[src/hw/rtl/cpt_pkg.sv]
// ----------------------------------------------------------------------------
// cpt_pkg
// Shared types and constants of the camera pose tracker.
// ----------------------------------------------------------------------------
package cpt_pkg;

	localparam int YAW_FULL    = 46080;   // 360 degrees in 1/128 degree
	localparam int YAW_HALF    = 23040;
	localparam int YAW_QUARTER = 11520;
	localparam int PITCH_LIMIT = 11507;   // 89.9 degrees
	localparam int DIR_ONE     = 16384;   // 1.0 in Q2.14
	localparam int CORDIC_STEPS = 16;
	localparam logic signed [33:0] CORDIC_GAIN_Q30 = 34'sd652032874;

	typedef enum logic [2:0] {
		KIND_SET_POS  = 3'd0,
		KIND_SET_ROT  = 3'd1,
		KIND_HOME     = 3'd2,
		KIND_MOVE_WLD = 3'd3,
		KIND_MOVE_REL = 3'd4,
		KIND_ROTATE   = 3'd5
	} kind_t;

	typedef enum logic [2:0] {
		CFG_HOME_X     = 3'd0,
		CFG_HOME_Y     = 3'd1,
		CFG_HOME_Z     = 3'd2,
		CFG_HOME_YAW   = 3'd3,
		CFG_HOME_PITCH = 3'd4
	} cfg_idx_t;

	// arctangent of 2^-i in 1/65536 degree
	function automatic logic signed [25:0] atan_f(input logic [3:0] i);
		logic signed [25:0] r;
		unique case (i)
			4'd0:  r = 26'sd2949120;
			4'd1:  r = 26'sd1740967;
			4'd2:  r = 26'sd919879;
			4'd3:  r = 26'sd466945;
			4'd4:  r = 26'sd234379;
			4'd5:  r = 26'sd117304;
			4'd6:  r = 26'sd58666;
			4'd7:  r = 26'sd29335;
			4'd8:  r = 26'sd14668;
			4'd9:  r = 26'sd7334;
			4'd10: r = 26'sd3667;
			4'd11: r = 26'sd1833;
			4'd12: r = 26'sd917;
			4'd13: r = 26'sd458;
			4'd14: r = 26'sd229;
			default: r = 26'sd115;
		endcase
		return r;
	endfunction

endpackage

[src/hw/rtl/cpt_mul.sv]
// ----------------------------------------------------------------------------
// cpt_mul
// Shared signed 32x32 multiplier with a registered product.
// ----------------------------------------------------------------------------
module cpt_mul
	import cpt_pkg::*;
(
	input  logic               clk,
	input  logic signed [31:0] a,
	input  logic signed [31:0] b,
	output logic signed [63:0] prod_s1
);
	always_ff @(posedge clk) begin
		prod_s1 <= a * b;
	end
endmodule

[config.mk]
export PLATFORM = sky130hd
export DESIGN_NAME = cpt_mul
export DESIGN_NICKNAME = d
export VERILOG_FILES = /design/src/hw/rtl/cpt_pkg.sv /design/src/hw/rtl/cpt_mul.sv
export SDC_FILE = /design/constraint.sdc
export NUM_CORES = 2
export LEC_CHECK = 0
export ABC_AREA = 0
export BUFFER_PORTS_ARGS = -buffer_cell sky130_fd_sc_hd__buf_2
export CAP_MARGIN = 20
export CORE_MARGIN = 2
export CORE_UTILIZATION = 58
export CTS_CLUSTER_DIAMETER = 200
export DETAILED_ROUTE_END_ITERATION = 8
export PLACE_DENSITY = 0.78
export SLEW_MARGIN = 15
export SYNTH_ARGS = -nofsm -noshare
export SYNTH_HDL_FRONTEND = slang
export SYNTH_SLANG_ARGS = --single-unit
export TNS_END_PERCENT = 5
[constraint.sdc]
create_clock -name clk -period 7.4 [get_ports clk]
set_input_delay 0.37 -clock clk [delete_from_list [all_inputs] [get_ports clk]]
set_output_delay 0.37 -clock clk [all_outputs]
set_load 0.01 [all_outputs]
# --- Word level (Yosys, flattened, before mapping) ---
# Index checks and enable logic that the tools add are counted.
totals:
  inputBits: 65
  word_cells: 2
  romBits: 0
  out_inout_bits: 64
  latch_bits: 0
  reg_bits: 64
  ramBits: 0
  memories: 0
classes:
  n_shift: 0
  mux: 0
  multipliers: 1
  eq_ne: 0
  magnitude_cmp: 0
  reduce_logical: 0
  div_mod_pow: 0
  n_bitwise: 0
  n_addsub: 0
ops:
  columns: ["op", "n"]
  rows:
  - ["$mul 32x32->64", 1]

# --- Logic depth before layout (Yosys ltp) ---
depth:
  word_depth: 1
  mapped_depth: 28
  depth_no_buf: 27

# --- Worst setup path after synthesis ---
# OpenSTA, ideal clock, no wires.
synth_timing:
  kind: "in2reg"
  start: "input port b[2]"
  end: "register prod_s1[62]"
  path_slack_ns: -0.231
  required_time_ns: 7.328
  stages: 24
  setup_time_ns: 0.072
  arrival_time_ns: 7.559
  n_path_buf: 1
  cell_sequence: "clkbuf_1 nand2_1 inv_1 fa_1 fa_1 fa_1 fa_1 inv_1 fa_1 inv_1 fa_1 inv_1 fa_1 inv_1 fa_1 ha_1 and3_1 nand2_1 or3_1 o22a_1 o211ai_1 a31oi_1 o31ai_1 xor2_1"
synth_between:
  elab_chain_cells: 1
synth_lines:
  columns: ["item", "line", "source"]
  rows:
  - ["from (decl)", "cpt_mul.sv:10", "input logic signed [31:0] b,"]
  - ["$mul 32x32->64", "cpt_mul.sv:14", "prod_s1 <= a * b;"]
  - ["to (signal assigned)", "cpt_mul.sv:14", null]
  - ["to (decl)", "cpt_mul.sv:11", "output logic signed [63:0] prod_s1"]
# No other way between the ends.

# --- Worst setup path in the final report ---
layout_timing:
  start: "input port a[12]"
  end: "register prod_s1[62]"
layout_between:
  elab_chain_cells: 1
layout_lines:
  columns: ["item", "line", "source"]
  rows:
  - ["from (decl)", "cpt_mul.sv:9", "input logic signed [31:0] a,"]
  - ["$mul 32x32->64", "cpt_mul.sv:14", null]
# No other way between the ends.

==> key figures <==
Timing
  – Final hold viol count: 0
  – RSZ-0062 raised after global routing: true
  – Achievable clock frequency: 135.8 MHz
  – Final Cycle Share: 99.52%
  – Max-slew violation count: 0
  – Final setup violating endpoints: 0
  – Setup TNS Final: 0 ns
  – Min cycle time layout: 7.364 ns
  – Tightest slew margin relative to the limit: 51.66%
  – Tightest Pin Transition: 0.7238 ns

Synth
  – Async set-or-reset flop fraction in the synthesized netlist: 0%
  – Ys flop type: dfxtp_1
  – Count of mapped cells out of synthesis: 3,884
  – Mapped Area: 0.03724 mm2
  – Distinct cells, synth: 63
  – Post-Synthesis Net Count: 5,215
  – Syn_area_per_cell: 9.589 um2
  – Post-synthesis sequential element count: 64
  – Count of yosys warnings during synthesis: 0
  – Count of flip-flops with a built-in enable after synthesis: 0
  – Part of the Yosys area used for sequential elements: 3.440%

Clock network
  – Clock tree from TritonCTS: yes
  – Clk sinks: 64
  – Clock transition at the registers of the reported paths: 0.07 ns
  – Number of buffers created by CTS: 9
  – Master cell of the clock root buffer: clkbuf_16
  – Maximum root-to-sink buffer count: 2
  – H-tree levels: 3

Worst hold path
  – Worst hold-check path type: in -> reg
  – Source of the worst hold timing path: b[0]
  – Hold Path Stages: 3

Layout
  – Layout-stage area growth over the synthesis result: 14.46%
  – # fillers: 4,690
  – Final instance area: 0.04263 mm2
  – Sequential cell area: 0.001281 mm2
  – Fraction of final layout cells sized beyond drive strength 1: 15.40%
  – Register bank with the most flops: prod_s1
  – Combined area of the multi-input logic cells: 0.03189 mm2
  – Registers with the highest flip-flop counts: prod_s1: 64 flops
  – Number of nets in the final layout: 5,600
  – Max reg flops: 64
  – Commonest non-fill, non-tap cells in the layout: 1,070 x fa_1, 948 x inv_1, 514 x and2_1, 510 x nand2_1, 433 x buf_4
  – Commonest non-fill, non-tap cell in the layout: fa_1

Floorplan
  – Effective utilization at floorplan: 58.82%
  – Die extent in x: 257.4 um
  – Placeable core region: 0.06331 mm2
  – Site row count: 92
  – Number of top-level pins: 129
  – Die outline height: 257.4 um
  – Area of the die: 0.06625 mm2

Worst setup path
  – Worst-path maximum fanout: 18
  – Launching element type of the critical path: input pin
  – Worst setup path category: in -> reg
  – Slowest stage cell, crit path: fa_1
  – Crit path top cell by count: fa_1
  – Arrival time of the worst setup path: 7.69 ns
  – Crit path largest cell delay: 0.55 ns
  – Launching element of the worst setup path: a[12]
  – Critical Path Sink Type: flip-flop
  – Required time at the worst-slack endpoint: 7.73 ns

Drt
  – Number of nets still failing antenna checks after routing: 0
  – Number of design rule violations left after detail routing: 0
  – Final wirelength: 98,410 um
  – Vias after detailed routing: 27,470
  – Number of optimization iterations in the first detailed-route pass: 5
  – Average wire per standard cell: 19.21 um
  – Drt initial violations: 1,706
  – Number of vias per cell after detailed routing: 5.362

Run status
  – Result of the run: complete, no violations

Global route
  – Total Routing Usage GR: 31.59%
  – Number of antenna violations at the first check in global routing: 12
  – Number of global-route vias before repair: 30,550
  – First-pass GRT wire length: 161,900 um
  – Final global-route overflow total: 0
  – Pin count of the biggest net entering global routing: 29

Placement
  – Area post-placement: 0.04182 mm2
  – Number of buffers added on ports: 128
  – Placer Congestion: 0.9437
  – Hpwl dp: 86,900 um

Run
  – Count of maximum capacitance violations: 0
-- cell usage after synthesis, types with 2 or more instances --
master	n	share of area [%]
a21o_1	23	0.46
fa_1	1082	58
a211oi_1	4	0.081
and2_1	516	8.7
and4_1	3	0.071
a21boi_0	3	0.060
xnor2_1	53	1.2
o21ai_0	28	0.38
a211oi_2	3	0.10
buf_2	3	0.040
o21bai_1	15	0.30
or3_1	4	0.067
a21oi_1	68	0.91
nand3_1	15	0.20
dfxtp_1	64	3.4
nor3_1	6	0.081
and3_1	7	0.12
o21ai_2	2	0.047
a31oi_1	12	0.20
nand2_1	511	5.2
o21a_1	4	0.081
ha_1	184	6.2
clkbuf_1	195	2.0
a21o_2	2	0.047
xor2_1	22	0.52
o22a_1	2	0.047
buf_1	2	0.020
inv_1	952	9.6
nand4_1	7	0.12
o31ai_1	6	0.12
o211ai_1	3	0.060
nor2_1	42	0.42
nand2b_1	9	0.15
nor2b_1	3	0.050
-- through the flow --
step / setup WS, ns / util, % / hold WS (ns) / cells
5_1_grt: -0.1553 / 67.33 / 0.6369 / 5124
2_1_floorplan: -0.02905 / - / 0.4973 / 3884
6_report: 0.03575 / 67.33 / 0.6248 / 5124
3_5_place_dp: -0.7979 / 66.05 / 0.7614 / 5097
4_1_cts: 0.01434 / 66.83 / 0.5993 / 5113
3_3_place_gp: -0.6670 / 66.05 / 0.7675 / 5097
-- critical path, delay by kind of cell --
kind	cells	cell delay [ns]
AND/OR/NAND/NOR	4	0.69
adder cells (fa/ha/maj)	9	4.26
XOR/XNOR	1	0.15
buffers and inverters	10	1.33
AO/OA/AOI/OAI	4	0.82
-- timing repair --
item                       in CTS  in global routing
buffers inserted                0                  7
setup endpoints to repair      13                 15
resized for setup              49                 61
pin swaps                       7                 28
hold buffers                    0                  0
-- cell type report --
type	count	share of cell area [%]
antenna	4	0.02348
timing repair buffer	574	10.48
clock inverter	5	0.2436
clock buffer	11	0.5694
tap	846	2.483
multi-input combinational	2668	74.80
sequential	64	3.006
inverter	952	8.392
-- per-layer routing --
layer	up-vias	GRT usage, %	wire length (um)
met4	16	14.29	5179
li1	11820	-	-
met1	14280	40.39	37360
met5	-	0	106
met3	281	5.674	7072
met2	1074	52.85	48700
-- worst paths after layout --
| path | end |
|---|---|
| setup / recovery | prod_s1[62]$_DFF_P_ |
| hold / removal | prod_s1[0]$_DFF_P_ |
-- kinds of logic (layout without fill, tap and decap cells) --
logic type      after synthesis  after routing  share of synthesized area [%]
fa+ha+maj                  1266           1266                          64.34
flops                        64             64                          3.440
xor+xnor                     75             75                          1.764
other cells                   0              4                              0
simple gates               1134           1134                          15.37
buf+inv                    1152           1542                          11.62
compound gates              193            193                          3.464
Power is left out: the tool's default activity adds up to more than one toggle a clock period on the data nets, which glitch-free logic cannot reach.
