File: src/hw/rtl/cpt_pkg.sv
// ----------------------------------------------------------------------------
// cpt_pkg
// Shared types and constants of the camera pose tracker.
// ----------------------------------------------------------------------------
package cpt_pkg;

	localparam int YAW_FULL    = 46080;   // 360 degrees in 1/128 degree
	localparam int YAW_HALF    = 23040;
	localparam int YAW_QUARTER = 11520;
	localparam int PITCH_LIMIT = 11507;   // 89.9 degrees
	localparam int DIR_ONE     = 16384;   // 1.0 in Q2.14
	localparam int CORDIC_STEPS = 16;
	localparam logic signed [33:0] CORDIC_GAIN_Q30 = 34'sd652032874;

	typedef enum logic [2:0] {
		KIND_SET_POS  = 3'd0,
		KIND_SET_ROT  = 3'd1,
		KIND_HOME     = 3'd2,
		KIND_MOVE_WLD = 3'd3,
		KIND_MOVE_REL = 3'd4,
		KIND_ROTATE   = 3'd5
	} kind_t;

	typedef enum logic [2:0] {
		CFG_HOME_X     = 3'd0,
		CFG_HOME_Y     = 3'd1,
		CFG_HOME_Z     = 3'd2,
		CFG_HOME_YAW   = 3'd3,
		CFG_HOME_PITCH = 3'd4
	} cfg_idx_t;

	// arctangent of 2^-i in 1/65536 degree
	function automatic logic signed [25:0] atan_f(input logic [3:0] i);
		logic signed [25:0] r;
		unique case (i)
			4'd0:  r = 26'sd2949120;
			4'd1:  r = 26'sd1740967;
			4'd2:  r = 26'sd919879;
			4'd3:  r = 26'sd466945;
			4'd4:  r = 26'sd234379;
			4'd5:  r = 26'sd117304;
			4'd6:  r = 26'sd58666;
			4'd7:  r = 26'sd29335;
			4'd8:  r = 26'sd14668;
			4'd9:  r = 26'sd7334;
			4'd10: r = 26'sd3667;
			4'd11: r = 26'sd1833;
			4'd12: r = 26'sd917;
			4'd13: r = 26'sd458;
			4'd14: r = 26'sd229;
			default: r = 26'sd115;
		endcase
		return r;
	endfunction

endpackage

File: src/hw/rtl/cpt_yaw_mod.sv
// ----------------------------------------------------------------------------
// cpt_yaw_mod
// Bit-serial reduction of a signed angle modulo 360 degrees, one bit a cycle.
// ----------------------------------------------------------------------------
module cpt_yaw_mod
	import cpt_pkg::*;
(
	input  logic               clk,
	input  logic               arst_n,
	input  logic               start,
	input  logic signed [33:0] value,
	output logic               done,
	output logic        [15:0] result
);
	localparam int MAG_BITS = 34;
	localparam logic [16:0] MODULUS = 17'(YAW_FULL);

	logic [MAG_BITS-1:0] shift_q;
	logic [15:0]         rem_q;
	logic [5:0]          cnt_q;
	logic                busy_q, neg_q, done_q;
	logic [15:0]         result_q;
	logic [16:0]         trial;
	logic [15:0]         rem_next;

	assign trial    = {rem_q, shift_q[MAG_BITS-1]};
	assign rem_next = (trial >= MODULUS) ? 16'(trial - MODULUS) : trial[15:0];

	always_ff @(posedge clk or negedge arst_n) begin
		if (!arst_n) begin
			busy_q <= 1'b0;
			done_q <= 1'b0;
			cnt_q  <= '0;
		end else begin
			done_q <= 1'b0;
			if (start) begin
				busy_q <= 1'b1;
				cnt_q  <= '0;
			end else if (busy_q) begin
				cnt_q <= cnt_q + 6'd1;
				if (cnt_q == 6'(MAG_BITS - 1)) begin
					busy_q <= 1'b0;
					done_q <= 1'b1;
				end
			end
		end
	end

	always_ff @(posedge clk) begin
		if (start) begin
			neg_q   <= value[33];
			shift_q <= value[33] ? MAG_BITS'(-value) : MAG_BITS'(value);
			rem_q   <= '0;
		end else if (busy_q) begin
			shift_q <= {shift_q[MAG_BITS-2:0], 1'b0};
			rem_q   <= rem_next;
			if (cnt_q == 6'(MAG_BITS - 1))
				result_q <= (neg_q && rem_next != '0) ? 16'(MODULUS - {1'b0, rem_next})
				                                        : rem_next;
		end
	end

	assign done   = done_q;
	assign result = result_q;

endmodule

File: config.mk
export PLATFORM = sky130hd
export DESIGN_NAME = cpt_yaw_mod
export DESIGN_NICKNAME = d
export VERILOG_FILES = /design/src/hw/rtl/cpt_pkg.sv /design/src/hw/rtl/cpt_yaw_mod.sv
export SDC_FILE = /design/constraint.sdc
export NUM_CORES = 1
export LEC_CHECK = 0
export BUFFER_PORTS_ARGS = -buffer_cell sky130_fd_sc_hd__clkbuf_2
export CAP_MARGIN = 10
export CORE_ASPECT_RATIO = 1.4
export CORE_MARGIN = 2
export CORE_UTILIZATION = 51
export CTS_BUF_LIST = sky130_fd_sc_hd__clkbuf_2
export DETAILED_ROUTE_END_ITERATION = 10
export PLACE_DENSITY = 0.72
export REMOVE_ABC_BUFFERS = 1
export SETUP_SLACK_MARGIN = 0.5
export SLEW_MARGIN = 20
export SYNTH_ARGS = -nofsm -noshare
export SYNTH_HDL_FRONTEND = slang
export SYNTH_SLANG_ARGS = --single-unit
File: constraint.sdc
create_clock -name clk -period 3.3 [get_ports clk]
set_input_delay 0.165 -clock clk [delete_from_list [all_inputs] [get_ports clk]]
set_output_delay 0.165 -clock clk [all_outputs]
set_load 0.01 [all_outputs]
== Word-level counts from Yosys, hierarchy flattened ==
Cells that the tools add are included.
Widths: inputs -> output; s select.
Storage, ports and cells
  flip-flop bits (word level): 75
  bits of input ports: 37
  output and inout bits: 17
  word-level logic and storage cells: 31
Cells by class
  add/subtract/negate cells: 4
  $lt $le $gt $ge: 1
  equal/unequal tests: 1
  muxes and demuxes: 13
  bitwise operators: 1
  reductions and logical operators: 4
Operators by type and width (number)
  $mux 34: 3
  $neg 34->34: 1
  $mux 16: 2
  $ge 17x16->1 const B: 1
  $reduce_bool 16->1: 1
  $sub 16x16->16 const A: 1
  $sub 16x16->16 const B: 1
  $mux 6: 2
  $add 6x1->6 const B: 1
  $eq 6x6->1 const B: 1
  $mux 1: 6
  $reduce_and 3->1: 1
  $reduce_bool 2->1: 1
  $logic_and 1x1->1: 1
  $not 1->1: 1

== Depth between registers and ports, before layout ==
  depth after elaboration: 5
  gate-level depth with buffers: 10
  gate-level depth less buffers: 8

== Least setup slack after synthesis ==
OpenSTA, ideal clock, no wires.
  kind: reg-to-reg
  from: reg shift_q[33]
  to: reg result_q[13] (netlist: result[13]), data pin
  setup time: 0.275 ns
  data arrival time: 2.485 ns
  data required time: 3.025 ns
  path slack: 0.540 ns
  stages on the path, launching flop included: 10
  buffers on the path: 1
  clock period less this slack: 2.760 ns
  cells stage by stage: edfxtp_1 -> inv_1 -> ha_1 -> or4b_4 -> nor4_4 -> o211ai_4 -> o41ai_4 -> buf_6 -> a21oi_1 -> xor2_1
On the way
  cells in the longest elaborated chain, start to end: 5
  elaborated cells between the ends (all ways): 7
  those cells by class: 2 x add/sub; 1 x order compare; 2 x mux; 2 x reduce/logical
Ends and longest elaborated chain
  start, declared: line cpt_yaw_mod.sv:18  | logic [MAG_BITS-1:0] shift_q;
  start signal, assigned: line cpt_yaw_mod.sv:52  | shift_q <= value[33] ? MAG_BITS'(-value) : MAG_BITS'(value);
  start signal, assigned: line cpt_yaw_mod.sv:55  | shift_q <= {shift_q[MAG_BITS-2:0], 1'b0};
  $sub 16x16->16 / $ge 17x16->1 (equally long branches): line cpt_yaw_mod.sv:27  | assign rem_next = (trial >= MODULUS) ? 16'(trial - MODULUS) : trial[15:0];
  $mux 16 (*): line cpt_yaw_mod.sv:27
  parallel branches: the longest is 2 deep, another holds $sub 16x16->16
  $mux 16 (*): line cpt_yaw_mod.sv:58  | result_q <= (neg_q && rem_next != '0) ? 16'(MODULUS - {1'b0, rem_next})
  end signal, assigned: line cpt_yaw_mod.sv:58
  end, declared: line cpt_yaw_mod.sv:22  | logic [15:0] result_q;
Mark *: on every way between the ends.
A chain may end at the register's enable or synchronous reset.

== Final worst setup path ==
  from: reg shift_q[33]
  to: reg result_q[1] (netlist: result[1]), data pin
The elaborated chain is that of the path after synthesis.

==> flow_summary_export.csv <==
group,metric,value,unit
critical_path,cp_cell_sequence,"inv_1 > ha_2 > or4b_4 > nor4_4 > o211ai_4 > o41ai_4 > buf_6 > mux2_2",
place,placed_cell_area,4580,µm²
cts,cts_num_sinks,75,
critical_path,reg2reg_slack,0.52,ns
power,power.switching,0.488,mW
sta,maxSlewHeadroom,52.2,%
critical_path,path_delay_family,"simple AND/OR/NAND/NOR gates",
critical_path,critPathKind,"reg -> reg",
detailed_routing,drt_pass1_iterations,4,
detailed_routing,wirelength,8.25,mm
power,p_comb_share,14.0,%
sta,finalHoldViolCount,0,
place,port_buffers,53,
flow_run,maxCapViolCount,0,
die,core,8150,µm²
critical_path,cp_max_fo,9,
critical_path,slowest_stage,"or4b_4",
power,vdd_ir_drop_max,0.246,mV
logic_synthesis,yosysSeqAreaShare,48.2,%
global_routing,grt_use_total,19.8,%
final_layout,fillers,717,
final_layout,synthToLayoutAreaGrowth,15.5,%
logic_synthesis,async_flop_share,10.7,%
critical_path,rr_endpoint,"result[1]",
final_layout,n_antenna_cell,0,
logic_synthesis,yosysTopAreaCell,"edfxtp_1",
global_routing,grt_pass1_vias,3246,
logic_synthesis,synth.top_cells.by_area,"edfxtp_1, xor2_1, dfxtp_1",
logic_synthesis,synth_edf_count,51,
die,die_area,9100,µm²
sta,finalClockSkew,0.0277,ns
logic_synthesis,synth.most_common_cell,"nor2_1",
power,intPower,1.37,mW
die,initial_core_util,52.2,%
logic_synthesis,ys.flop_type,"edfxtp_1",
detailed_routing,route.detailed.drc,0,
detailed_routing,viasPerCell,5.60,
detailed_routing,dr_total_vias,3348,
critical_path,cp-start-kind,"flop",
cts,clk_path_buf_depth,2,
critical_path,path_depth,8,
sta,tns,0,ns
detailed_routing,wire_per_inst,13.8,µm
global_routing,grt_max_degree,68,
cts,numCtsBuffers,9,
power,netSwitchingFraction,26.2,%
critical_path,rr_worst_depth,8,
logic_synthesis,synth_area_per_cell,9.99,µm²
power,seq_power_share,59.0,%
cts,htree_levels,3,
sta,fmax,359,MHz
sta,drv_slew,0,
critical_path,crit_required,3.61,ns
logic_synthesis,ys_ff_latch,75,
global_routing,grt_overflow_total,0,
critical_path,regToRegStartpoint,"shift_q[33]",
sta,rsz0062_at_grt,"true",
power,power_leakage,2.07,nW
die,die_h,112,µm
logic_synthesis,syn_area,4250,µm²
power,pwr-share-clk,27.0,%
sta,min_period_over_period,84.4,%
detailed_routing,drt_iter0_drc,225,
place,routabilityCongestion,0.867,
min_path,hold_class,"in -> reg",
critical_path,cp-end-kind,"flop",
logic_synthesis,synth_warnings,0,
global_routing,grt_pass1_wl,14.0,mm
critical_path,max_stage_delay,0.51,ns
detailed_routing,drtAntennaViolNets,0,
critical_path,critPathCapture,"result[1]",
cts,cts_tree,"built",
critical_path,path_buf_inv,2,
sta,worst_slew_pin_slew,0.717,ns
place,dp_hpwl,5.74,mm
critical_path,arrival,3.10,ns
die,rows,39,
logic_synthesis,synth_top_cells_by_count,"nor2_1, edfxtp_1, xor2_1, a21oi_1, o21ai_0",
die,pin_count,54,
cts,clk_pin_slew,0.20,ns
logic_synthesis,yosysTopAreaCellShare,36.0,%
logic_synthesis,synthDistinctLibCells,51,
critical_path,startpoint,"shift_q[33]",
global_routing,antenna_found_initial,0,
die,fp.dieW,81.2,µm
sta,finalSetupViolCount,0,
final_layout,drive_gt1_share,21.2,%
final_layout,design_area,4910,µm²
sta,min_period,2.78,ns
final_layout,utilization,60.3,%
min_path,min_from,"value[21]",
cts,clkLatencyLatePin,0.54,ns
final_layout,final_nets,534,
run_status,status,"completed",
logic_synthesis,synth_cells,426,
cts,clk_root_buffer_cell,"clkbuf_2",
power,finalPower,1.86,mW
power,p_per_area,379,nW/µm²
[cells in the final DEF (no fill, tap or decap), types with 6 or more instances in the layout]
cell            n
nor4_1          8
nand4_1         6
nand2_1        11
nand3_1         9
xor2_1         42
or3_1           7
nor3_1          7
o31ai_1        11
dfrtp_1         8
nor2_1         70
edfxtp_1       51
xnor2_1         7
o21ai_0        21
mux2i_1        15
dfxtp_1        14
inv_1          11
clkbuf_2       64
buf_4          15
a21oi_1        39
dlygate4sd3_1  10
[cell type report]
type | instances | area [µm²] | area share, %
multi-input cells | 314 | 2090 | 42.5
flip-flops and latches | 75 | 2050 | 41.8
repair buffers | 79 | 489 | 9.96
well taps | 102 | 128 | 2.60
clock buffers | 11 | 55.1 | 1.12
clock inverters | 5 | 53.8 | 1.10
inverters | 12 | 45.0 | 0.917
[worst min path at each step]
stage	end	slack [ns]	cells past startpoint
after detailed placement	busy_q	0.02	1
after global routing	shift_q[28]	0.004	3
after global placement	busy_q	0.02	1
after floorplan	busy_q	-0.13	0
after CTS	shift_q[28]	0.0009	3
final	shift_q[21]	0.05	3
[per-stage QoR]
stage               hold slack, ns  instances  setup WS (ns)
global placement            0.0154        564          0.344
detailed placement          0.0226        564          0.233
floorplan                   -0.131        401          0.356
CTS                       0.000904        592          0.506
finish                      0.0474        598          0.516
global route               0.00356        598          0.438
[what timing repair did]
action                                 in CTS  in global routing
setup endpoints to repair                  13                 10
gates resized for setup                     5                  9
endpoints found under the hold margin      15                  1
setup buffers                               3                  5
pin swaps                                   1                  3
hold buffers                                9                  1
[power groups by stage]
stage	Sequential, mW	Combinational [mW]	Clock (mW)
after floorplan	1.11	0.144	0
after global placement	1.12	0.224	0
after detailed placement	1.12	0.231	0
after CTS	1.10	0.251	0.521
after global routing	1.11	0.296	0.557
final	1.10	0.260	0.502
[per-layer routing]
metal | routed length [µm] | global-route usage, % | vias to the layer above
met5 | 0 | 0 | -
met4 | 246 | 10.8 | 0
met3 | 400 | 5.47 | 21
met2 | 4160 | 32.3 | 89
met1 | 3450 | 23.1 | 1571
li1 | - | - | 1667
[cells by family (layout without fill, tap and decap cells)]
kind of cell | Yosys count | after routing | synth area share, %
adder cells (fa/ha/maj) | 6 | 6 | 1.76
AND/OR/NAND/NOR | 149 | 149 | 17.7
buffers and inverters | 37 | 107 | 4.03
AO/OA/AOI/OAI | 93 | 93 | 14.1
XOR/XNOR | 49 | 49 | 10.1
flip-flops | 75 | 75 | 48.2
multiplexers | 17 | 17 | 4.06
[registers in the layout (all words and copies together), names as in the netlist]
register  flops
cnt_q         6
shift_q      34
done          1
busy_q        1
neg_q         1
result       16
rem_q        16
[worst register-to-register path: cells and delay by family, from the launching register on]
kind	cells	cell delay (ns)
compound gates	2	0.51
fa+ha+maj	1	0.20
flops	1	0.44
simple gates	2	0.83
mux	1	0.34
buf+inv	2	0.26
Power figures use the tool's default switching activity.
