<file path="config.mk">
export PLATFORM = sky130hd
export DESIGN_NAME = cpt_cordic
export DESIGN_NICKNAME = d
export VERILOG_FILES = /design/src/hw/rtl/cpt_pkg.sv /design/src/hw/rtl/cpt_cordic.sv
export SDC_FILE = /design/constraint.sdc
export NUM_CORES = 1
export LEC_CHECK = 0
export ABC_CLOCK_PERIOD_IN_PS = 9200
export BUFFER_PORTS_ARGS = -buffer_cell sky130_fd_sc_hd__buf_2
export CAP_MARGIN = 15
export CELL_PAD_IN_SITES_DETAIL_PLACEMENT = 2
export CELL_PAD_IN_SITES_GLOBAL_PLACEMENT = 2
export CORE_MARGIN = 3
export CORE_UTILIZATION = 39
export DETAILED_ROUTE_END_ITERATION = 12
export HOLD_SLACK_MARGIN = 0.1
export PLACE_DENSITY = 0.79
export SLEW_MARGIN = 20
export SYNTH_ARGS = -nofsm -noshare
export SYNTH_HDL_FRONTEND = slang
export SYNTH_SLANG_ARGS = --single-unit
</file>
<file path="constraint.sdc">
create_clock -name clk -period 9.2 [get_ports clk]
set_input_delay 0.92 -clock clk [delete_from_list [all_inputs] [get_ports clk]]
set_output_delay 0.92 -clock clk [all_outputs]
set_load 0.005 [all_outputs]
</file>
<file path="src/hw/rtl/cpt_pkg.sv">
// ----------------------------------------------------------------------------
// cpt_pkg
// Shared types and constants of the camera pose tracker.
// ----------------------------------------------------------------------------
package cpt_pkg;

	localparam int YAW_FULL    = 46080;   // 360 degrees in 1/128 degree
	localparam int YAW_HALF    = 23040;
	localparam int YAW_QUARTER = 11520;
	localparam int PITCH_LIMIT = 11507;   // 89.9 degrees
	localparam int DIR_ONE     = 16384;   // 1.0 in Q2.14
	localparam int CORDIC_STEPS = 16;
	localparam logic signed [33:0] CORDIC_GAIN_Q30 = 34'sd652032874;

	typedef enum logic [2:0] {
		KIND_SET_POS  = 3'd0,
		KIND_SET_ROT  = 3'd1,
		KIND_HOME     = 3'd2,
		KIND_MOVE_WLD = 3'd3,
		KIND_MOVE_REL = 3'd4,
		KIND_ROTATE   = 3'd5
	} kind_t;

	typedef enum logic [2:0] {
		CFG_HOME_X     = 3'd0,
		CFG_HOME_Y     = 3'd1,
		CFG_HOME_Z     = 3'd2,
		CFG_HOME_YAW   = 3'd3,
		CFG_HOME_PITCH = 3'd4
	} cfg_idx_t;

	// arctangent of 2^-i in 1/65536 degree
	function automatic logic signed [25:0] atan_f(input logic [3:0] i);
		logic signed [25:0] r;
		unique case (i)
			4'd0:  r = 26'sd2949120;
			4'd1:  r = 26'sd1740967;
			4'd2:  r = 26'sd919879;
			4'd3:  r = 26'sd466945;
			4'd4:  r = 26'sd234379;
			4'd5:  r = 26'sd117304;
			4'd6:  r = 26'sd58666;
			4'd7:  r = 26'sd29335;
			4'd8:  r = 26'sd14668;
			4'd9:  r = 26'sd7334;
			4'd10: r = 26'sd3667;
			4'd11: r = 26'sd1833;
			4'd12: r = 26'sd917;
			4'd13: r = 26'sd458;
			4'd14: r = 26'sd229;
			default: r = 26'sd115;
		endcase
		return r;
	endfunction

endpackage

</file>
<file path="src/hw/rtl/cpt_cordic.sv">
// ----------------------------------------------------------------------------
// cpt_cordic
// Iterative rotation-mode CORDIC: sine and cosine in Q30, one step a cycle.
// ----------------------------------------------------------------------------
module cpt_cordic
	import cpt_pkg::*;
(
	input  logic               clk,
	input  logic               arst_n,
	input  logic               start,
	input  logic signed [16:0] angle,
	output logic               done,
	output logic signed [31:0] sin_q,
	output logic signed [31:0] cos_q
);
	logic signed [33:0] x_q, y_q, x_next, y_next;
	logic signed [25:0] z_q, z_next, z0;
	logic [3:0]         cnt_q;
	logic               busy_q, neg_q, done_q, neg0;
	logic signed [17:0] a1, a2;

	// bring the angle into +-90 degrees, negating both results when shifted
	always_comb begin
		a1   = {angle[16], angle};
		a2   = a1;
		neg0 = 1'b0;
		if (a1 > 18'sd23040)
			a1 = a1 - 18'sd46080;
		a2 = a1;
		if (a1 > 18'sd11520) begin
			a2   = a1 - 18'sd23040;
			neg0 = 1'b1;
		end else if (a1 < -18'sd11520) begin
			a2   = a1 + 18'sd23040;
			neg0 = 1'b1;
		end
		z0 = 26'(a2) <<< 9;
	end

	always_comb begin
		if (!z_q[25]) begin
			x_next = x_q - (y_q >>> cnt_q);
			y_next = y_q + (x_q >>> cnt_q);
			z_next = z_q - atan_f(cnt_q);
		end else begin
			x_next = x_q + (y_q >>> cnt_q);
			y_next = y_q - (x_q >>> cnt_q);
			z_next = z_q + atan_f(cnt_q);
		end
	end

	always_ff @(posedge clk or negedge arst_n) begin
		if (!arst_n) begin
			busy_q <= 1'b0;
			done_q <= 1'b0;
			cnt_q  <= '0;
		end else begin
			done_q <= 1'b0;
			if (start) begin
				busy_q <= 1'b1;
				cnt_q  <= '0;
			end else if (busy_q) begin
				cnt_q <= cnt_q + 4'd1;
				if (cnt_q == 4'(CORDIC_STEPS - 1)) begin
					busy_q <= 1'b0;
					done_q <= 1'b1;
				end
			end
		end
	end

	always_ff @(posedge clk) begin
		if (start) begin
			x_q   <= CORDIC_GAIN_Q30;
			y_q   <= '0;
			z_q   <= z0;
			neg_q <= neg0;
		end else if (busy_q) begin
			x_q <= x_next;
			y_q <= y_next;
			z_q <= z_next;
			if (cnt_q == 4'(CORDIC_STEPS - 1)) begin
				sin_q <= neg_q ? 32'(-y_next) : 32'(y_next);
				cos_q <= neg_q ? 32'(-x_next) : 32'(x_next);
			end
		end
	end

	assign done = done_q;

endmodule

</file>
Yosys cells after proc, flatten, opt, wreduce, memory -nomap -nowiden
Memories as Yosys holds them, arrays and structs flattened.
Cells that the tools add are included.
Cells by class
  add/sub/neg operators: 12
  multiply operators: 0
  divide/modulo/power cells: 0
  order comparisons: 3
  equality and inequality tests: 1
  shift-type cells: 2
  mux-type cells: 21
  bitwise logic cells: 1
  reduce and logical (&&, ||, !) cells: 2
Operator list (number)
  $mux W26: 5
  $add A34 B34 Y34: 2
  $mux W34: 2
  $sshr A34 B4 Y34: 2
  $sub A34 B34 Y34: 2
  $mux W32: 2
  $neg A32 Y32: 2
  $mux W17: 2
  $add A26 B26 Y26: 1
  $sub A26 B26 Y26: 1
  $gt A18 B15 Y1 const B: 1
  $lt A18 B15 Y1 const B: 1
  $mux W18: 1
  $sub A17 B17 Y18 const B: 1
  $add A17 B16 Y17 const B: 1
  $gt A17 B16 Y1 const B: 1
  $sub A17 B16 Y17 const B: 1
  $mux W4: 2
  $mux W1: 7
  $add A4 B1 Y4 const B: 1
  $eq A4 B4 Y1 const B: 1
  $reduce_and A3 Y1: 1
  $reduce_bool A2 Y1: 1
  $not A1 Y1: 1
Storage, ports and cells
  register bits after elaboration: 165
  bits in latches: 0
  memory bits (writable): 0
  bits in read-only memories: 704
  bits of input ports: 20
  output and inout bits: 65
  word-level logic and storage cells: 54
  memories kept: 2
Memories
  (no name shown): words 16, width 22, read ports 1, clocked after memory_dff 0, wr ports 0, line cpt_pkg.sv:35  | unique case (i)
  (no name shown): words 16, width 22, read ports 1, clocked after memory_dff 0, wr ports 0, line cpt_pkg.sv:35

Longest topological paths before layout
Gate-level depths: netlist of the first run.
  word-level depth: 6
  gate-level depth with buffers: 30
  depth with buffers taken out: 24

Least setup slack after synthesis of the first run
Ideal clock, no wire load.
  path type: reg-to-reg
  from: reg cnt_q[2]
  to: reg sin_q[25], data pin
  setup time: 266 ps
  arrival: 7333 ps
  required time: 8934 ps
  setup slack: 1601 ps
  cell stages (with the launch flop): 30
  buffers on the path: 11
  period minus slack after synthesis: 7599 ps
  cell sequence: dfrtp_1 -> buf_2 -> clkbuf_1 -> clkbuf_1 -> buf_2 -> buf_2 -> buf_1 -> clkbuf_1 -> clkbuf_1 -> clkbuf_1 -> buf_1 -> a21oi_1 -> nor2_1 -> ha_1 -> nand4b_1 -> nor2_1 -> a41oi_1 -> xor2_1 -> ha_1 -> clkbuf_1 -> a21oi_1 -> nand3_1 -> or4_1 -> a21o_1 -> a21oi_1 -> nand4b_1 -> or4_1 -> or3b_1 -> o41ai_1 -> xnor2_1
Between the ends
  word-level cells in the longest chain between the ends: 5
  elaborated cells on any way between the ends: 6
  classes of those cells: 3 x add/sub; 1 x shift; 2 x mux
Ends and longest elaborated chain
  start, declared: line cpt_cordic.sv:18  | logic [3:0] cnt_q;
  start signal, assigned: line cpt_cordic.sv:63  | cnt_q <= cnt_q + 4'd1;
  $sshr A34 B4 Y34 (*): line cpt_cordic.sv:43, cpt_cordic.sv:47
  $add A34 B34 Y34 or $sub A34 B34 Y34 (tied branches): line cpt_cordic.sv:43, cpt_cordic.sv:47
  $mux W34 (*): line cpt_cordic.sv:41  | if (!z_q[25]) begin
  $neg A32 Y32: line cpt_cordic.sv:83  | sin_q <= neg_q ? 32'(-y_next) : 32'(y_next);
  $mux W32 (*): line cpt_cordic.sv:83
  end signal, assigned: line cpt_cordic.sv:83
  end, declared: line cpt_cordic.sv:13  | output logic signed [31:0] sin_q,
Every way passes the cells marked *; elsewhere a longest branch is shown, timed or not.
A chain may end at the register's enable or synchronous reset.

Worst setup path after layout of the first run
  from: reg cnt_q[1]
  to: reg cos_q[31], data pin
Between the ends
  word-level cells in the longest chain between the ends: 5
  elaborated cells on any way between the ends: 6
  classes of those cells: 3 x add/sub; 1 x shift; 2 x mux
Ends and longest elaborated chain
  $sshr A34 B4 Y34 (*): line cpt_cordic.sv:42, cpt_cordic.sv:46
  $sub A34 B34 Y34 or $add A34 B34 Y34 (tied branches): line cpt_cordic.sv:42, cpt_cordic.sv:46
  $mux W34 (*): line cpt_cordic.sv:41
  $neg A32 Y32: line cpt_cordic.sv:84  | cos_q <= neg_q ? 32'(-x_next) : 32'(x_next);
  $mux W32 (*): line cpt_cordic.sv:84
  end signal, assigned: line cpt_cordic.sv:84
  end, declared: line cpt_cordic.sv:14  | output logic signed [31:0] cos_q
Marked as above.

==> results.md, run 1 <==
- Status: complete, no violations
- Clk sinks: 165
- Yosys cell types: 93
- Worst Skew: 0.0146 ns
- Setup TNS: 0 ns
- I/O Buffers: 84
- CP Cell Sequence: buf_4 > nand2b_1 > o2bb2ai_1 > or4_1 > a221oi_1 > nor2_1 > xnor2_1 > ha_1 > a2111oi_0 > o21ai_1 > a31oi_1 > o21ai_0 > xor2_1 > or4_1 > nor4_1 > nand3_1 > o41ai_1 > xnor2_1
- Overflow after GRT: 0
- Area Overhead vs Synth: 7.81%
- Layout cell share with drive strength beyond 1: 11.6%
- Critical path's largest stage delay: 1.01 ns
- Max Clock Freq: 0.122 GHz
- Vias in the first global route: 19,860
- Yosys Warn Count: 0
- Num ports: 85
- CTS tree: built
- Initial antenna violation count: 0
- Final WS setup: 1.01 ns
- Max cap viols: 0
- Slew Limit Fails: 0
- Cell family with most CP delay: simple AND/OR/NAND/NOR gates
- CTS Buf Count: 17
- First-pass GRT wire length: 114,000 um
- Clock Pin Slew Worst Setup and Hold Paths: 0.07 ns
- Syn avg cell area: 8.26 um^2
- CTS Hold Bufs: 0
- Final setup vio count: 0
- R2R Path End: cos_q[31]
- Part of the cycle the worst path needs: 89.1%
- Mapped Nets: 2,421
- Initial cell density of the core: 40.0%
- Peak fanout along the critical path: 58
- Root buffer cell: clkbuf_16
- Min-Delay Path Class: in2async
- Critical R2R Launch: cnt_q[1]
- Worst-Margin Slew: 1.17 ns
- DRC Markers: 0
- Drt total wl: 72,600 um
- Drt initial violations: 1,106
- Synth Register Bits: 165
- FF-to-FF path depth: 18
- Crit path kind: reg2reg
- DIE HEIGHT: 226 um
- Register area share after synthesis: 22.0%
- Post-synth EDFFs: 82
- Wirelength per Cell: 25.0 um
- Crit path DAT: 8.44 ns
- Crit start category: flop
- Post-synth design cell area: 18,900 um^2
- Top FF cell, synth: edfxtp_1
- Die ar.: 51,100 um^2
- CTS H-Tree Depth: 4
- Via/cell ratio: 6.38
- Buffers & Inverters on Critical Path: 1
- Async set or reset register ratio after synthesis: 3.64%
- Via count: 18,522
- Setup slack, reg-to-reg: 1.01 ns
- Setup crit end kind: flop
- Slew headroom: 21.5%
- Diodes inserted: 0
- Die X-Extent: 226 um
- Post-layout util: 43.2%
- Hpwl dp: 54,700 um
- Pre-CTS setup slack: 1.22 ns
- ANT nets after route: 0
- GRT Util Overall: 28.3%
- TritonRoute pass-1 iters: 5
- Net count, final: 2,418
- Post-cts sizing count: 0
- Final Hold Fails: 0
- Min Tclk post-route: 8.19 ns
- CP max stage cell: dfrtp_4
- Latest clock arrival within the worst-skew pair: 0.51 ns
- Largest net degree at the start of global routing: 65
- Number of setup buffers added after CTS: 0
- RSZ-0062 raised after global routing: no
- Clock buffer depth: 2
- Row cnt: 79
- Placer Congestion: 0.879
- Worst endpoint required time: 9.45 ns
- Core area: 47,100 um^2
- Cells after synthesis: 2,287
[flip-flops by register name (all words and copies together) (netlist names)]
register,flops
z_q,26
sin_q,32
x_q,34
cnt_q,4
cos_q,32
neg_q,1
done,1
busy_q,1
y_q,34
[worst register-to-register path, stage by stage (launching register included)]
cell and delay (ns):
dfrtp_4 1.01, buf_4 0.54, nand2b_1 0.39, o2bb2ai_1 0.19
or4_1 0.52, a221oi_1 0.66, nor2_1 0.13, xnor2_1 0.18
ha_1 0.22, a2111oi_0 0.42, o21ai_1 0.17, a31oi_1 0.48
o21ai_0 0.21, xor2_1 0.23, or4_1 0.63, nor4_1 0.89
nand3_1 0.43, o41ai_1 0.52, xnor2_1 0.12
[area by class of cell]
| cell class | count | area [um^2] |
|---|---|---|
| fill | 5283 | 26800 |
| multi-input combinational | 1916 | 13900 |
| sequential | 165 | 4170 |
| tap | 607 | 759 |
| timing repair buffer | 111 | 623 |
| clock buffer | 22 | 487 |
| inverter | 73 | 274 |
| clock inverter | 10 | 120 |
[per-stage QoR]
stage,cells,instance area (um^2),hold WS (ns)
floorplan,2287,18900,0.465
global placement,2872,19800,0.476
detailed placement,2872,19800,0.495
CTS,2904,20400,0.201
global route,2904,20400,0.233
finish,2904,20400,0.250
[cells in the mapped netlist, types with 20 or more instances]
cell type	instances	area share, %
a211oi_1	28	1.1
a21o_1	36	1.4
a21oi_1	187	5.0
a22o_1	24	1.1
a31oi_1	35	1.2
and2_1	26	0.86
buf_1	22	0.44
clkbuf_1	88	1.7
dfxtp_1	77	8.2
edfxtp_1	82	13
ha_1	111	7.4
inv_1	71	1.4
mux2_2	33	2.0
mux2i_1	76	4.0
mux4_2	62	7.4
nand2_1	214	4.3
nand2b_1	28	0.93
nand3_1	47	1.2
nor2_1	233	4.6
nor2b_1	20	0.66
nor3_1	44	1.2
o21a_1	22	0.87
o21ai_0	125	3.3
o22ai_1	21	0.70
o31ai_1	26	1.0
xnor2_1	151	7.0
xor2_1	69	3.2
[worst max-delay path by stage]
stage                end  cells past startpoint      from  slack [ns]
3_5_place_dp   cos_q[31]                     18  cnt_q[1]        1.22
5_1_grt        cos_q[31]                     18  cnt_q[1]        0.39
2_1_floorplan  sin_q[25]                     29  cnt_q[2]        1.60
3_3_place_gp   sin_q[27]                     20  cnt_q[1]        1.72
6_report       cos_q[31]                     18  cnt_q[1]        1.01
4_1_cts        cos_q[31]                     18  cnt_q[1]        1.20
[routing by layer]
| layer | routed length, um | track usage (%) | vias to the layer above |
|---|---|---|---|
| met5 | 0 | 0 | - |
| met4 | 2400 | 10.7 | 0 |
| met3 | 2870 | 3.90 | 122 |
| met2 | 36200 | 50.1 | 405 |
| met1 | 31100 | 35.1 | 9477 |
| li1 | - | - | 8518 |
[kinds of logic after synthesis]
kind of cell	share of synthesized area (%)
muxes	14.1
buffers and inverters	4.35
AOI/OAI and AO/OA	23.5
adders and majority gates	7.67
DFF	22.0
and+or+nand+nor	18.2
xor gates and xnor gates	10.2
[placed cells by master, fill, tap and decap left out, types with 27 or more instances in the layout]
cell type,count
inv_1,71
xor2_1,69
mux2_2,33
o21ai_0,125
a21o_1,36
a31oi_1,35
xnor2_1,151
ha_1,111
mux2i_1,76
nor3_1,44
a21oi_1,187
edfxtp_1,82
nand2b_1,28
nor2_1,230
buf_4,27
a211oi_1,28
dfxtp_1,77
nand2_1,214
nand3_1,47
mux4_2,62
buf_2,84
Power of run 1 is not shown: default switching activity piles up to over one toggle a cycle in this logic, so the estimate is an artifact.
==> inputs of run 2 (changes only) <==
--- a/config.mk
+++ b/config.mk
@@ -14,7 +14,7 @@
 export CORE_UTILIZATION = 39
 export DETAILED_ROUTE_END_ITERATION = 12
 export HOLD_SLACK_MARGIN = 0.1
-export PLACE_DENSITY = 0.79
+export PLACE_DENSITY_LB_ADDON = 0.1
 export SLEW_MARGIN = 20
 export SYNTH_ARGS = -nofsm -noshare
 export SYNTH_HDL_FRONTEND = slang
==> results.md, run 2 (synthesized netlist as in run 1, its figures left out) <==
- Status: complete, no violations
- Row cnt: 79 (unchanged)
- Post-layout util: 43.2% (about the same)
- Met3 WL: 2850 um (-0.49%)
- Die X-Extent: 226 um (unchanged)
- Min Tclk post-route: 7.90 ns (-0.293 ns)
- Most frequent standard cell in the layout excluding fill and tap cells: nor2_1
- Die ar.: 51,100 um^2 (unchanged)
- Setup crit end kind: flop
- Drt initial violations: 963 (-13%)
- Number of setup buffers added after CTS: 0 (unchanged)
- Clock Pin Slew Worst Setup and Hold Paths: 0.07 ns (about the same)
- Final Hold Fails: 0 (unchanged)
- Part of the cycle the worst path needs: 85.9% (-3.2 points)
- Via count: 18,497 (-0.13%)
- Slew headroom: 28.5% (+7.1 points)
- Clock buffer depth: 2 (unchanged)
- Multi-input logic area: 13,900 um^2 (about the same)
- Number of fill cells: 5,349 (+1.2%)
- Max cap viols: 0 (unchanged)
- Net count, final: 2,417 (-0.041%)
- Crit path kind: reg2reg
- Initial cell density of the core: 40.0% (unchanged)
- Layout cell share with drive strength beyond 1: 11.8% (+0.14 points)
- Setup TNS: 0 ns (unchanged)
- Final setup vio count: 0 (unchanged)
- Crit path DAT: 8.14 ns (-0.30 ns)
- Min-Delay Path Class: in2async
- Placer Congestion: 0.878 (about the same)
- ANT nets after route: 0 (unchanged)
- Diodes inserted: 0 (unchanged)
- Clk sinks: 165 (unchanged)
- First-pass GRT wire length: 115,000 um (+1.3%)
- CTS Buf Count: 17 (unchanged)
- Worst Skew: 0.0127 ns (-0.00190 ns)
- Post-cts sizing count: 0 (unchanged)
- CTS tree: built
- TritonRoute pass-1 iters: 5 (unchanged)
- CTS H-Tree Depth: 4 (unchanged)
- Met2 wire length: 35,800 um (-1.2%)
- Sequential Area: 4170 um^2 (unchanged)
- I/O Buffers: 84 (unchanged)
- Overflow after GRT: 0 (unchanged)
- Worst endpoint required time: 9.44 ns (about the same)
- DIE HEIGHT: 226 um (unchanged)
- Largest net degree at the start of global routing: 65 (unchanged)
- Wirelength per Cell: 25.0 um (+0.26%)
- Latest clock arrival within the worst-skew pair: 0.50 ns (about the same)
- Worst-Margin Slew: 1.06 ns (-0.105 ns)
- Num ports: 85 (unchanged)
- Largest regs: x_q x34, y_q x34
- Peak fanout along the critical path: 49 (-16%)
- GRT Util Overall: 28.7% (+0.39 points)
- CTS Hold Bufs: 0 (unchanged)
- DR top layer: met5
- Crit start category: flop
- Wire length on met1: 31,700 um (+2.1%)
- Via/cell ratio: 6.37 (-0.10%)
- Max Clock Freq: 0.127 GHz (+3.7%)
- Initial antenna violation count: 1 (+1)
- Core area: 47,100 um^2 (unchanged)
- Hpwl dp: 54,900 um (+0.47%)
- RSZ-0062 raised after global routing: no
- Root buffer cell: clkbuf_16
- Commonest cells after routing, fill and taps aside: nor2_1 (230), nand2_1 (214), a21oi_1 (187)
- Slew Limit Fails: 0 (unchanged)
- Area Overhead vs Synth: 7.77% (about the same)
- Drt total wl: 72,700 um (+0.22%)
- Vias in the first global route: 19,998 (+0.69%)
- DRC Markers: 0 (unchanged)
[run 2: final cells by class]
cell class	instances	share of cell area, %
Timing Repair Buffer	110	3.03
Sequential cell	165	20.5
Multi-Input combinational cell	1916	68.5
Tap cell	607	3.73
Inverter	73	1.35
Clock buffer	20	2.35
Clock inverter	12	0.572
[run 2: metrics by stage]
stage	instances	setup WS, ns	hold WS [ns]	instance area (um^2)
3_3_place_gp	2871	1.70	0.476	19700
3_5_place_dp	2871	1.18	0.498	19700
5_1_grt	2903	0.562	0.253	20300
4_1_cts	2903	1.13	0.225	20300
6_report	2903	1.30	0.259	20300
2_1_floorplan	2287	1.60	0.465	18900
[run 2: per-layer routing]
metal  track usage [%]  vias up
met4              10.4        2
met1              36.5     9467
met2              49.7      391
li1                  -     8515
met3              4.25      122
met5                 0        -
[run 2: worst paths after layout]
check	from	slack, ns	cells after the start	endpoint
min in group clk	z_q[2]	0.51	2	z_q[2]
worst min-delay path	arst_n	0.26	1	done
worst max register to register	cnt_q[1]	1.30	24	cos_q[31]
max in group asynchronous	arst_n	8.73	1	cnt_q[1]
worst max-delay path	cnt_q[1]	1.30	24	cos_q[31]
worst min register to register	z_q[2]	0.51	2	z_q[2]
[run 2: worst max-delay path, cell delays in order (launching register included)]
cell	delay [ns]
dfrtp_4	0.94
buf_4	0.50
inv_2	0.27
mux2i_1	0.30
nor2_1	0.06
a21oi_1	0.24
a21oi_1	0.16
inv_1	0.11
ha_1	0.19
a21boi_1	0.29
and4_1	0.39
a31oi_1	0.18
nor2_1	0.21
xor2_1	0.11
ha_1	0.43
and3_1	0.34
nand2_1	0.17
nor4_1	0.42
nor3_1	0.21
xnor2_1	0.27
or4_1	0.59
nor4_1	0.37
nand3_1	0.27
o41ai_1	0.48
xnor2_1	0.10
Power of run 2 is left out for the same reason.
